`config.mk`:
```
export PLATFORM = sky130hd
export DESIGN_NAME = pes_div
export DESIGN_NICKNAME = d
export VERILOG_FILES = /design/src/rtl/pes_pkg.sv /design/src/rtl/pes_div.sv
export SDC_FILE = /design/constraint.sdc
export NUM_CORES = 1
export LEC_CHECK = 0
export ABC_AREA = 1
export BUFFER_PORTS_ARGS = -buffer_cell sky130_fd_sc_hd__clkbuf_2
export CORE_MARGIN = 4
export CORE_UTILIZATION = 40
export DETAILED_ROUTE_END_ITERATION = 8
export GPL_ROUTABILITY_DRIVEN = 1
export HOLD_SLACK_MARGIN = 0.12
export SLEW_MARGIN = 15
export SYNTH_ARGS = -nofsm -noshare
export SYNTH_HDL_FRONTEND = slang
export SYNTH_SLANG_ARGS = --single-unit
export TNS_END_PERCENT = 30
```
`constraint.sdc`:
```
create_clock -name clk -period 8.5 [get_ports clk]
set_clock_uncertainty 0.2 [all_clocks]
set_input_delay 2.125 -clock clk [delete_from_list [all_inputs] [get_ports clk]]
set_output_delay 2.125 -clock clk [all_outputs]
set_load 0.02 [all_outputs]
```
`src/rtl/pes_pkg.sv`:
```
// Shared constants and types for the proportional estimate search block.
// No dependencies; compiled first.
package pes_pkg;

  // Default sizes of the element store
  localparam int STORE_DEPTH_DEF   = 1024;
  localparam int ELEMENT_WIDTH_DEF = 32;

  // Fixed field widths of the channels and the register
  localparam int CMD_W   = 1;
  localparam int INDEX_W = 10;
  localparam int VALUE_W = 32;
  localparam int COUNT_W = 11;

  localparam logic [COUNT_W-1:0] USED_COUNT_RST = COUNT_W'(1024);

  // Command codes
  localparam logic [CMD_W-1:0] CMD_LOAD   = 1'b0;
  localparam logic [CMD_W-1:0] CMD_SEARCH = 1'b1;

  // Status of the estimate divider
  typedef struct packed {
    logic busy;
    logic done;
  } pes_div_stat_t;

endpackage

```
`src/rtl/pes_div.sv`:
```
// Serial estimate unit: floor(diff * n / span) for diff < span, one
// doubling or one addition per cycle through a shared add/reduce stage.
// Depends on pes_pkg for the status struct.
module pes_div #(
  parameter int ELEMENT_WIDTH = pes_pkg::ELEMENT_WIDTH_DEF,
  parameter int CNT_W         = 11
) (
  input  logic                       clk,
  input  logic                       rst,
  input  logic                       start,
  input  logic [ELEMENT_WIDTH-1:0]   diff,
  input  logic [ELEMENT_WIDTH-1:0]   span,
  input  logic [CNT_W-1:0]           n,
  output logic [CNT_W-1:0]           quot,
  output pes_pkg::pes_div_stat_t     stat
);
  import pes_pkg::*;

  localparam int EW    = ELEMENT_WIDTH;
  localparam int BIT_W = (CNT_W > 1) ? $clog2(CNT_W) : 1;

  typedef enum logic [1:0] {D_IDLE, D_DBL, D_ADD} dstate_t;

  dstate_t          state;
  logic [EW-1:0]    rem;
  logic [BIT_W-1:0] bit_idx;
  logic             done;

  logic [EW-1:0] addend;
  logic [EW:0]   sum;
  logic [EW:0]   red;
  logic          ge;
  logic [EW-1:0] rem_next;

  // Shared unit: add, then reduce by span once (remainder stays below span)
  always_comb begin
    addend   = (state == D_ADD) ? diff : rem;
    sum      = {1'b0, rem} + {1'b0, addend};
    red      = sum - {1'b0, span};
    ge       = ~red[EW];
    rem_next = ge ? red[EW-1:0] : sum[EW-1:0];
  end

  // Sequencer: walk the bits of n from the top, double then maybe add
  always_ff @(posedge clk) begin
    if (rst) begin
      state <= D_IDLE;
      done  <= 1'b0;
    end else begin
      done <= 1'b0;
      case (state)
        D_IDLE: begin
          if (start) begin
            rem     <= '0;
            quot    <= '0;
            bit_idx <= BIT_W'(CNT_W - 1);
            state   <= D_DBL;
          end
        end
        D_DBL: begin
          rem  <= rem_next;
          quot <= {quot[CNT_W-2:0], 1'b0} + CNT_W'(ge);
          if (n[bit_idx]) begin
            state <= D_ADD;
          end else if (bit_idx == '0) begin
            state <= D_IDLE;
            done  <= 1'b1;
          end else begin
            bit_idx <= bit_idx - 1'b1;
          end
        end
        D_ADD: begin
          rem  <= rem_next;
          quot <= quot + CNT_W'(ge);
          if (bit_idx == '0) begin
            state <= D_IDLE;
            done  <= 1'b1;
          end else begin
            bit_idx <= bit_idx - 1'b1;
            state   <= D_DBL;
          end
        end
        default: state <= D_IDLE;
      endcase
    end
  end

  assign stat.busy = (state != D_IDLE);
  assign stat.done = done;

endmodule

```
After elaboration in Yosys (flattened, before gate mapping)
Cells that the tools add are included.
Cells by class
  add/sub/neg operators: 5
  $lt $le $gt $ge: 1
  eq/ne operators: 5
  multiplexer cells: 20
  bitwise operators: 2
  reduce and logical (&&, ||, !) cells: 10
Operator list (number)
  $mux W32: 3
  $pmux W32 S2: 1
  $add A32 B32 Y33: 1
  $pmux W11 S3: 1
  $sub A33 B32 Y33: 1
  $add A11 B1 Y11: 2
  $mux W4: 3
  $pmux W4 S3: 1
  $mux W11: 1
  $mux W2: 3
  $pmux W2 S3: 1
  $reduce_and A3 Y1: 2
  $lt A4 B5 Y1 const B: 1
  $bmux W1 S4: 1
  $logic_not A4 Y1: 1
  $mux W1: 4
  $ne A2 B2 Y1 const B: 2
  $reduce_and A4 Y1: 1
  $reduce_bool A2 Y1: 2
  $sub A4 B1 Y4 const B: 1
  $ne A3 B3 Y1 const B: 1
  $reduce_bool A3 Y1: 1
  $eq A2 B1 Y1 const B: 1
  $eq A2 B2 Y1 const B: 1
  5 further kinds: 6
Storage, ports and cells
  bits in registers: 50
  bits of input ports: 78
  output and inout port bits: 13
  word-level logic and storage cells: 48

Logic depth before layout (Yosys ltp)
Gate-level depths: netlist of run 1.
  depth in word-level cells: 7
  gate-level depth with buffers: 43
  mapped depth without buffers: 42

Least setup slack after synthesis of run 1
OpenSTA, ideal clock, no wires.
  path kind: input -> register
  start point: input diff[0]
  end point: register quot[10] (data pin)
  library setup time: 0.270 ns
  data arrival time: 5.994 ns
  data required time: 8.030 ns
  slack: 2.036 ns
  stages on the path: 38
  path buffers: 1
  cell sequence: nand2_1 nand2_1 ha_1 fa_1 nand2_1 nand2_1 nand2_1 o21bai_1 nand2_1 nand2_1 nand2_1 nand3b_1 nand2_1 inv_1 ha_1 nand2_2 inv_1 nand2_1 [2 not listed] nand2_1 nand2_1 nand2_1 a21oi_1 nand2_2 nand2_4 buf_8 ha_1 ha_1 nand2_1 nor2_1 nand2_1 nor3_1 nand2_1 nor2_1 nand3_1 nand3_1 a21oi_1
Between the ends
  cells in the longest elaborated chain, start to end: 6
  elaborated cells on any way between the ends: 7
  classes of those cells: add/sub: 4; mux: 2; bitwise: 1
Ends and longest elaborated chain
  start: declaration: RTL line pes_div.sv:11  | input logic [ELEMENT_WIDTH-1:0] diff,
  $mux W32 (*): RTL line pes_div.sv:37  | addend = (state == D_ADD) ? diff : rem;
  $add A32 B32 Y33 (*): RTL line pes_div.sv:38  | sum = {1'b0, rem} + {1'b0, addend};
  $sub A33 B32 Y33 (*): RTL line pes_div.sv:39  | red = sum - {1'b0, span};
  $not A1 Y1 (*): RTL line pes_div.sv:40  | ge = ~red[EW];
  $add A11 B1 Y11 (on tied branches): RTL line pes_div.sv:74, pes_div.sv:62
  $pmux W11 S3 (*): RTL line pes_div.sv:51  | case (state)
  end signal: assignment: RTL line pes_div.sv:62  | quot <= {quot[CNT_W-2:0], 1'b0} + CNT_W'(ge);
  end signal: assignment: RTL line pes_div.sv:74  | quot <= quot + CNT_W'(ge);
  end: declaration: RTL line pes_div.sv:14  | output logic [CNT_W-1:0] quot,
Every way passes the cells marked *; elsewhere a longest branch is shown, timed or not.
A chain may end at the register's enable or synchronous reset.

Final worst setup path of run 1
  start point: input diff[13]
  end point: register quot[10] (data pin)
The elaborated chain is that of the path after synthesis.

==> impl_metrics.py, run 1 <==
metrics = {
    "status": {
        "status": "finished, final reports clean",
    },
    "clock_tree": {
        "numCtsBuffers": 5,
        "cts_buffer_depth": 2,
        "htree_levels": 2,
        "cts_hold_buf": 0,
        "cts_tree": "yes",
        "cts_resized": 0,
        "clk_latency_ns": 0.30,
        "clkSinkCount": 50,
        "root_buffer": "clkbuf_16",
        "clk_pin_slew_ns": 0.07,
        "cts_setup_buffers": 0,
    },
    "detailed_routing": {
        "antenna_left": 0,
        "routed_via_density": 4.74,
        "vias": 8373,
        "post_drt_wl_per_cell_um": 13.2,
        "drt_iter0_drc": 511,
        "dr_wl_met3_um": 1040,
        "routed_wl_um": 23300,
        "drt-pass1-iter-count": 6,
        "drc": 0,
        "wl_met1_um": 11500,
        "wl_met2_um": 10300,
        "top_layer": "met4",
    },
    "critical_path": {
        "crit_required_ns": 8.34,
        "rrSetupSlack_ns": 1.64,
        "cp_slowest_cell": "xor2_1",
        "critPathKind": "in -> reg",
        "cp.arrival_ns": 6.98,
        "path_max_fanout": 35,
        "worstSetupStartpointType": "input pin",
        "cpMostUsedCell": "nand2_1",
        "endpoint_kind": "flop",
        "slowest_delay_ns": 0.39,
        "worstRegToRegCells": 36,
    },
    "yosys": {
        "ys_async_sr_fraction_pct": 0,
        "ys_seq_area_share_pct": 18.5,
        "yosys_warnings": 0,
        "syn_area_per_cell_um2": 5.59,
        "synth_cell_type_count": 36,
        "synth_edf_count": 47,
        "ys_seq_elements": 50,
        "syn-num-nets": 1572,
        "ys.flop_type": "edfxtp_1",
        "synth_cells": 1420,
        "syn_area_um2": 7940,
    },
    "layout": {
        "nets": 1653,
        "antenna_cells": 0,
        "drive_gt1_share_pct": 8.99,
        "fin_cells": 1767,
        "layout-area-overhead-vs-synth_pct": 10.8,
    },
    "global_routing": {
        "overflow": 0,
        "antenna_found_initial": 0,
        "track_usage_pct": 20.9,
        "grt_max_degree": 46,
        "grt_pass1_wl_um": 37500,
        "grt_pass1_vias": 7742,
    },
    "timing": {
        "tightest_slew_ns": 0.802,
        "fin_setup_tns_ns": 0,
        "period_minus_slack_ns": 7.14,
        "setup_viol": 0,
        "max_freq_ghz": 0.140,
        "slew_violations": 0,
        "slew_headroom_pct": 46.1,
        "rsz0062_at_grt": "no",
        "finalCritPeriodShare_pct": 84.0,
        "finalHoldViolCount": 0,
        "whs_ns": 0.312,
    },
    "floorplanning": {
        "dieArea_um2": 22200,
        "core_um2": 19500,
        "dieWidth_um": 149,
        "start_util_pct": 40.8,
        "rows": 51,
        "die_y_um": 149,
        "num_io_pins": 91,
    },
    "placed_design": {
        "dp.cells": 1759,
        "io_buffers": 90,
        "post-dp-hpwl_um": 19700,
        "finalWeightedCongestion": 0.947,
    },
    "worst_hold_path": {
        "min_path_type": "reg -> reg",
        "whs_path_depth": 2,
    },
    "flow_run": {
        "drv_cap": 0,
    },
}
-- worst max-delay path: cells and delay by family --
kind                       cells  cell delay [ns]
adders and majority gates      4             1.21
xor gates and xnor gates       1             0.39
buffers and inverters          3             0.22
AOI/OAI and AO/OA              3             0.43
and+or+nand+nor               21             2.58
-- flip-flops by register name, indices dropped and copies added, names as in the netlist --
name / flops
quot: 11
state: 2
rem: 32
bit_idx: 4
done: 1
-- worst paths after layout --
| path | start | to |
|---|---|---|
| setup / recovery | diff[13] | quot[10] |
| hold / removal | state[0] | state[0] |
| setup reg to reg | state[0] | quot[10] |
| hold reg to reg | state[0] | state[0] |
-- cells in the mapped netlist, types with 4 or more instances --
cell type    n  area share, %
nand4_1      9           0.71
nand3b_1     8           0.76
nand2_2     13            1.0
nor3_2       4           0.50
clkbuf_1     7           0.33
xor2_1      27            3.0
edfxtp_1    47             18
nor2_1     155            7.3
o21bai_1    12            1.1
a21oi_1     73            4.6
xnor2_1      4           0.44
nand3_1     60            3.8
buf_1        4           0.19
nand2_1    579             27
o21ai_0     27            1.7
nor2_2       7           0.55
inv_1      266             13
ha_1        72             11
nor3_1      15           0.95
-- placed cells by master (no fill, tap or decap) --
master	instances
nand2_1	579
clkinv_2	1
clkbuf_2	90
nor3_1	15
nand2_2	13
nand3b_1	8
nor3_2	4
a31o_2	1
nand4_1	9
o21ai_0	27
a21oi_1	73
o21bai_1	12
xor2_1	27
ha_1	72
clkinv_1	2
inv_6	1
buf_4	4
dfxtp_1	3
xnor2_1	4
nand3_1	60
bufinv_16	1
o211ai_1	2
edfxtp_1	47
fa_1	2
a21oi_2	2
nor2_1	154
and2_4	1
clkbuf_16	5
a21o_1	3
nor2_2	7
nand2_4	1
nor2_4	1
or2_1	1
inv_2	3
inv_1	266
a21boi_0	1
-- layer usage --
layer  track usage (%)  up-vias
li1                  -     4520
met2              34.4      195
met1              29.7     3627
met3              1.58       31
met5                 0        -
met4              5.35        0
-- layout make-up --
cell class | count | area [um^2]
tap | 265 | 332
timing repair buffer | 94 | 480
inverter | 271 | 1020
clock inverter | 3 | 43.8
sequential | 50 | 1470
clock buffer | 5 | 125
fill | 2190 | 10700
multi-input combinational | 1079 | 5320
-- per-stage QoR --
step	area [um^2]	worst slack [ns]	util (%)
detailed placement	8620	1.08	44.3
finish	8790	1.36	45.2
floorplan	7940	2.04	-
global placement	8620	1.17	44.3
global route	8790	0.790	45.2
CTS	8790	1.39	45.2
-- kinds of logic (layout without fill, tap and decap cells) --
family	count (synthesis)	count (layout)	share of synthesized area (%)
DFF	50	50	18.5
xor gates and xnor gates	31	31	3.42
adders and majority gates	74	74	11.9
buffers and inverters	291	373	14.5
and+or+nand+nor	853	853	43.3
AOI/OAI and AO/OA	121	121	8.34
Power of run 1 is left out: the tool's default activity adds up to more than one toggle a clock period on the data nets, which glitch-free logic cannot reach.
==> run 2, diff against run 1 <==
- clock period: 8.5 -> 6 ns (I/O delays scaled with it)
==> run 2 against run 1 <==
Compared with the run above: final cell count is 6.3% higher; non-clock buffer count grew 112; critical path depth grew 6; clock-buffer cell count did not move; register-to-register slack got worse by 1.3 ns; utilization grew 6.4 points; sequential cell count stayed put; critical path type unchanged; largest cell class unchanged.
==> impl_metrics.py, run 2 (same netlist as run 1, synthesis figures left out) <==
metrics = {
    "floorplanning": {
        "dieWidth_um": 149,
        "start_util_pct": 40.8,
        "core_um2": 19500,
        "rows": 51,
        "num_io_pins": 91,
        "dieArea_um2": 22200,
        "die_y_um": 149,
    },
    "detailed_routing": {
        "drt-pass1-iter-count": 5,
        "post_drt_wl_per_cell_um": 13.2,
        "antenna_left": 0,
        "vias": 8806,
        "drc": 0,
        "routed_via_density": 4.69,
        "routed_wl_um": 24700,
        "drt_iter0_drc": 491,
    },
    "layout": {
        "nFillCells": 2108,
        "layout-area-overhead-vs-synth_pct": 26.3,
        "antenna_cells": 0,
        "final_common_cell": "nand2_1",
        "regMostFlops": "rem",
        "largest_register_ffs": 32,
        "mostFrequentLayoutCells": "nand2_1 (547), inv_1 (266), nor2_1 (144), buf_4 (115), clkbuf_2 (90)",
        "nets": 1765,
        "drive_gt1_share_pct": 20.3,
        "top_regs": "rem x32, quot x11, bit_idx x4",
        "final_util_pct": 51.5,
    },
    "critical_path": {
        "rrSetupSlack_ns": 0.38,
        "reg2reg_to": "quot[10]",
        "cpMostUsedCell": "nand2_1",
        "cp_slowest_cell": "ha_4",
        "crit_required_ns": 5.84,
        "slowest_delay_ns": 0.29,
        "r2r-start": "state[0]",
        "worstRegToRegCells": 39,
        "cp.arrival_ns": 5.59,
        "worstSetupStartpointType": "input pin",
        "path_max_fanout": 4,
        "endpoint_kind": "flop",
        "critPathKind": "in -> reg",
    },
    "clock_tree": {
        "cts_tree": "yes",
        "numCtsBuffers": 5,
        "clk_pin_slew_ns": 0.08,
        "root_buffer": "clkbuf_16",
        "clk_latency_ns": 0.30,
        "cts_buffer_depth": 2,
        "htree_levels": 2,
        "clkSinkCount": 50,
    },
    "global_routing": {
        "antenna_found_initial": 0,
        "track_usage_pct": 21.4,
        "grt_max_degree": 46,
        "overflow": 0,
        "grt_pass1_vias": 8038,
        "grt_pass1_wl_um": 38500,
    },
    "timing": {
        "period_minus_slack_ns": 5.75,
        "max_freq_ghz": 0.174,
        "setup_viol": 0,
        "tightest_slew_ns": 0.814,
        "fin_setup_tns_ns": 0,
        "finalCritPeriodShare_pct": 95.9,
        "slew_violations": 0,
        "finalHoldViolCount": 0,
        "slew_headroom_pct": 45.3,
    },
    "placed_design": {
        "finalWeightedCongestion": 0.932,
        "post-dp-hpwl_um": 20400,
        "io_buffers": 90,
    },
    "worst_hold_path": {
        "whs_path_depth": 2,
        "min_path_type": "reg -> reg",
        "holdPathEnd": "state[0]",
        "min_from": "state[0]",
    },
    "status": {
        "status": "finished, final reports clean",
    },
    "flow_run": {
        "drv_cap": 0,
    },
}
-- run 2: what timing repair did --
item | in CTS | in global routing
resized for setup | 0 | 90
setup buffers | 0 | 10
hold buffers | 0 | 0
setup endpoints to repair | 0 | 7
-- run 2: metrics by stage --
step / hold WS (ns) / worst slack, ns / cells / area [um^2]
3_5_place_dp: 0.295 / -0.194 / 1861 / 9400
4_1_cts: 0.306 / 0.0841 / 1869 / 9570
5_1_grt: 0.354 / -0.0577 / 1879 / 10000
2_1_floorplan: 0.267 / 0.161 / 1420 / 7940
6_report: 0.306 / 0.247 / 1879 / 10000
3_3_place_gp: 0.296 / -0.155 / 1861 / 9400
-- run 2: cell type report --
cell class | count | area, um^2 | area share [%]
clock buffer | 5 | 125 | 1.25
multi-input combinational | 1079 | 5700 | 56.8
sequential | 50 | 1470 | 14.7
tap | 265 | 332 | 3.31
timing repair buffer | 206 | 1330 | 13.3
inverter | 271 | 1020 | 10.2
clock inverter | 3 | 47.5 | 0.474
-- run 2: metal layers --
layer,up-vias,share of wire (%),track usage (%)
li1,4738,-,-
met2,192,45,36.6
met4,0,1.7,4.16
met1,3853,49,29.8
met5,-,0,0
met3,23,4.4,1.73
-- run 2: how the worst max path moves through the flow --
stage / from / end / slack (ns)
floorplan: diff[0] / quot[10] / 0.16
global placement: diff[6] / quot[10] / -0.16
detailed placement: diff[6] / quot[10] / -0.19
CTS: state[0] / quot[10] / 0.08
global route: diff[8] / quot[10] / -0.06
finish: diff[10] / quot[10] / 0.25
-- run 2: critical path, delay by kind of cell --
kind | cells | cell delay (ns)
adders and majority gates | 4 | 0.89
and+or+nand+nor | 26 | 2.61
AOI/OAI and AO/OA | 1 | 0.06
buffers and inverters | 7 | 0.52
Power of run 2 is left out for the same reason.
==> run 3, diff against run 2 <==
- GPL_TIMING_DRIVEN: unset -> 1
- PLACE_DENSITY: unset -> 0.7
==> run 3 against run 2 <==
Compared with the run above: utilization grew 0.76 points; first-iteration DRC count grew 41%; wire length decreased by 0.16%; die area did not move; final cell count increased by 0.27%; register-to-register slack about the same; sequential cell count unchanged; global-route usage increased by 0.14 points; non-clock buffer count grew 5; clock-buffer cell count is the same; maximum frequency up 0.38%; critical path type unchanged; largest cell class unchanged.
==> impl_metrics.py, run 3 (same netlist as run 1, synthesis figures left out) <==
metrics = {
    "global_routing": {
        "antenna_found_initial": 0,
        "track_usage_pct": 21.5,
        "grt_pass1_wl_um": 38800,
        "grt_max_degree": 45,
        "grt_pass1_vias": 8381,
        "overflow": 0,
    },
    "timing": {
        "max_freq_ghz": 0.174,
        "whs_ns": 0.329,
        "finalHoldViolCount": 0,
        "setup_viol": 0,
        "finalCritPeriodShare_pct": 95.5,
        "slew_headroom_pct": 50.5,
        "slew_violations": 0,
        "period_minus_slack_ns": 5.73,
        "tightest_slew_ns": 0.736,
    },
    "floorplanning": {
        "core_um2": 19500,
        "die_y_um": 149,
        "rows": 51,
        "start_util_pct": 40.8,
        "dieArea_um2": 22200,
        "num_io_pins": 91,
        "dieWidth_um": 149,
    },
    "clock_tree": {
        "clk_latency_ns": 0.30,
        "htree_levels": 2,
        "numCtsBuffers": 5,
        "clkSinkCount": 50,
        "root_buffer": "clkbuf_16",
        "cts_tree": "yes",
        "clk_pin_slew_ns": 0.08,
        "cts_buffer_depth": 2,
    },
    "worst_hold_path": {
        "min_path_type": "reg -> reg",
        "whs_path_depth": 2,
        "holdPathEnd": "state[0]",
        "min_from": "state[0]",
    },
    "detailed_routing": {
        "vias": 9034,
        "routed_wl_um": 24700,
        "drc": 0,
        "post_drt_wl_per_cell_um": 13.1,
        "drt_iter0_drc": 691,
        "routed_via_density": 4.80,
        "drt-pass1-iter-count": 5,
        "antenna_left": 0,
    },
    "critical_path": {
        "slowest_delay_ns": 0.40,
        "crit_required_ns": 5.84,
        "cp_slowest_cell": "ha_1",
        "endpoint_kind": "flop",
        "reg2reg_to": "quot[10]",
        "critical_path.top_delay_family": "simple AND/OR/NAND/NOR gates",
        "cpMostUsedCell": "nand2_1",
        "critPathKind": "in -> reg",
        "crit_buf_inv": 4,
        "rrSetupSlack_ns": 0.39,
        "r2r-start": "state[0]",
        "path_max_fanout": 5,
        "worstRegToRegCells": 37,
        "worstSetupStartpointType": "input pin",
        "cp.arrival_ns": 5.57,
    },
    "placed_design": {
        "io_buffers": 90,
        "finalWeightedCongestion": 0.970,
        "dpl-instance-area_um2": 9470,
        "post-dp-hpwl_um": 20400,
    },
    "layout": {
        "regMostFlops": "rem",
        "top_regs": "rem x32, quot x11, bit_idx x4",
        "final_common_cell": "nand2_1",
        "largest_register_ffs": 32,
        "drive_gt1_share_pct": 21.1,
        "mostFrequentLayoutCells": "nand2_1 (548), inv_1 (263), nor2_1 (143), buf_4 (121), clkbuf_2 (90)",
        "layout-area-overhead-vs-synth_pct": 28.2,
        "fin_area_um2": 10200,
        "nets": 1770,
        "antenna_cells": 0,
    },
    "flow_run": {
        "drv_cap": 0,
    },
    "status": {
        "status": "finished, final reports clean",
    },
}
run 3: how the worst max path moves through the flow:
stage / startpoint / end / depth (start not counted)
detailed placement: diff[0] / quot[10] / 36
CTS: diff[0] / quot[10] / 36
floorplan: diff[0] / quot[10] / 38
global placement: diff[0] / quot[10] / 35
global route: diff[11] / quot[10] / 40
finish: diff[24] / quot[10] / 34
run 3: metrics by stage:
step	worst slack, ns	util [%]	std cells	setup TNS (ns)
floorplan	0.161	-	1420	0
global placement	-0.0849	48.7	1872	-0.160
detailed placement	-0.263	48.7	1872	-0.620
CTS	0.0589	49.4	1880	0
global route	-0.0439	52.3	1884	-0.0439
finish	0.269	52.3	1884	0
run 3: repair_timing:
action | in CTS | in global routing
endpoints found under the setup margin | 0 | 7
buffers inserted | 0 | 4
hold buffers | 0 | 0
gates resized for setup | 0 | 102
run 3: cell type report:
class	instances	area [um^2]
multi-input cells	1079	5840
well taps	265	332
repair buffers	211	1360
clock buffers	5	125
clock inverters	3	28.8
inverters	271	1020
flip-flops and latches	50	1470
fillers	1967	9290
run 3: worst reg2reg max path: cells and delay by family (launching register included):
kind	cells	cell delay (ns)
and+or+nand+nor	21	2.07
buffers and inverters	6	0.76
AOI/OAI and AO/OA	5	0.69
DFF	1	0.39
adders and majority gates	5	1.23
run 3: per-layer routing:
metal	up-vias	global-route usage, %	wire length [um]
li1	4744	-	-
met1	3980	30.1	11600
met2	266	35.6	11000
met3	44	1.12	1290
met4	0	7.32	731
met5	-	0	0
Power of run 3 is left out for the same reason.
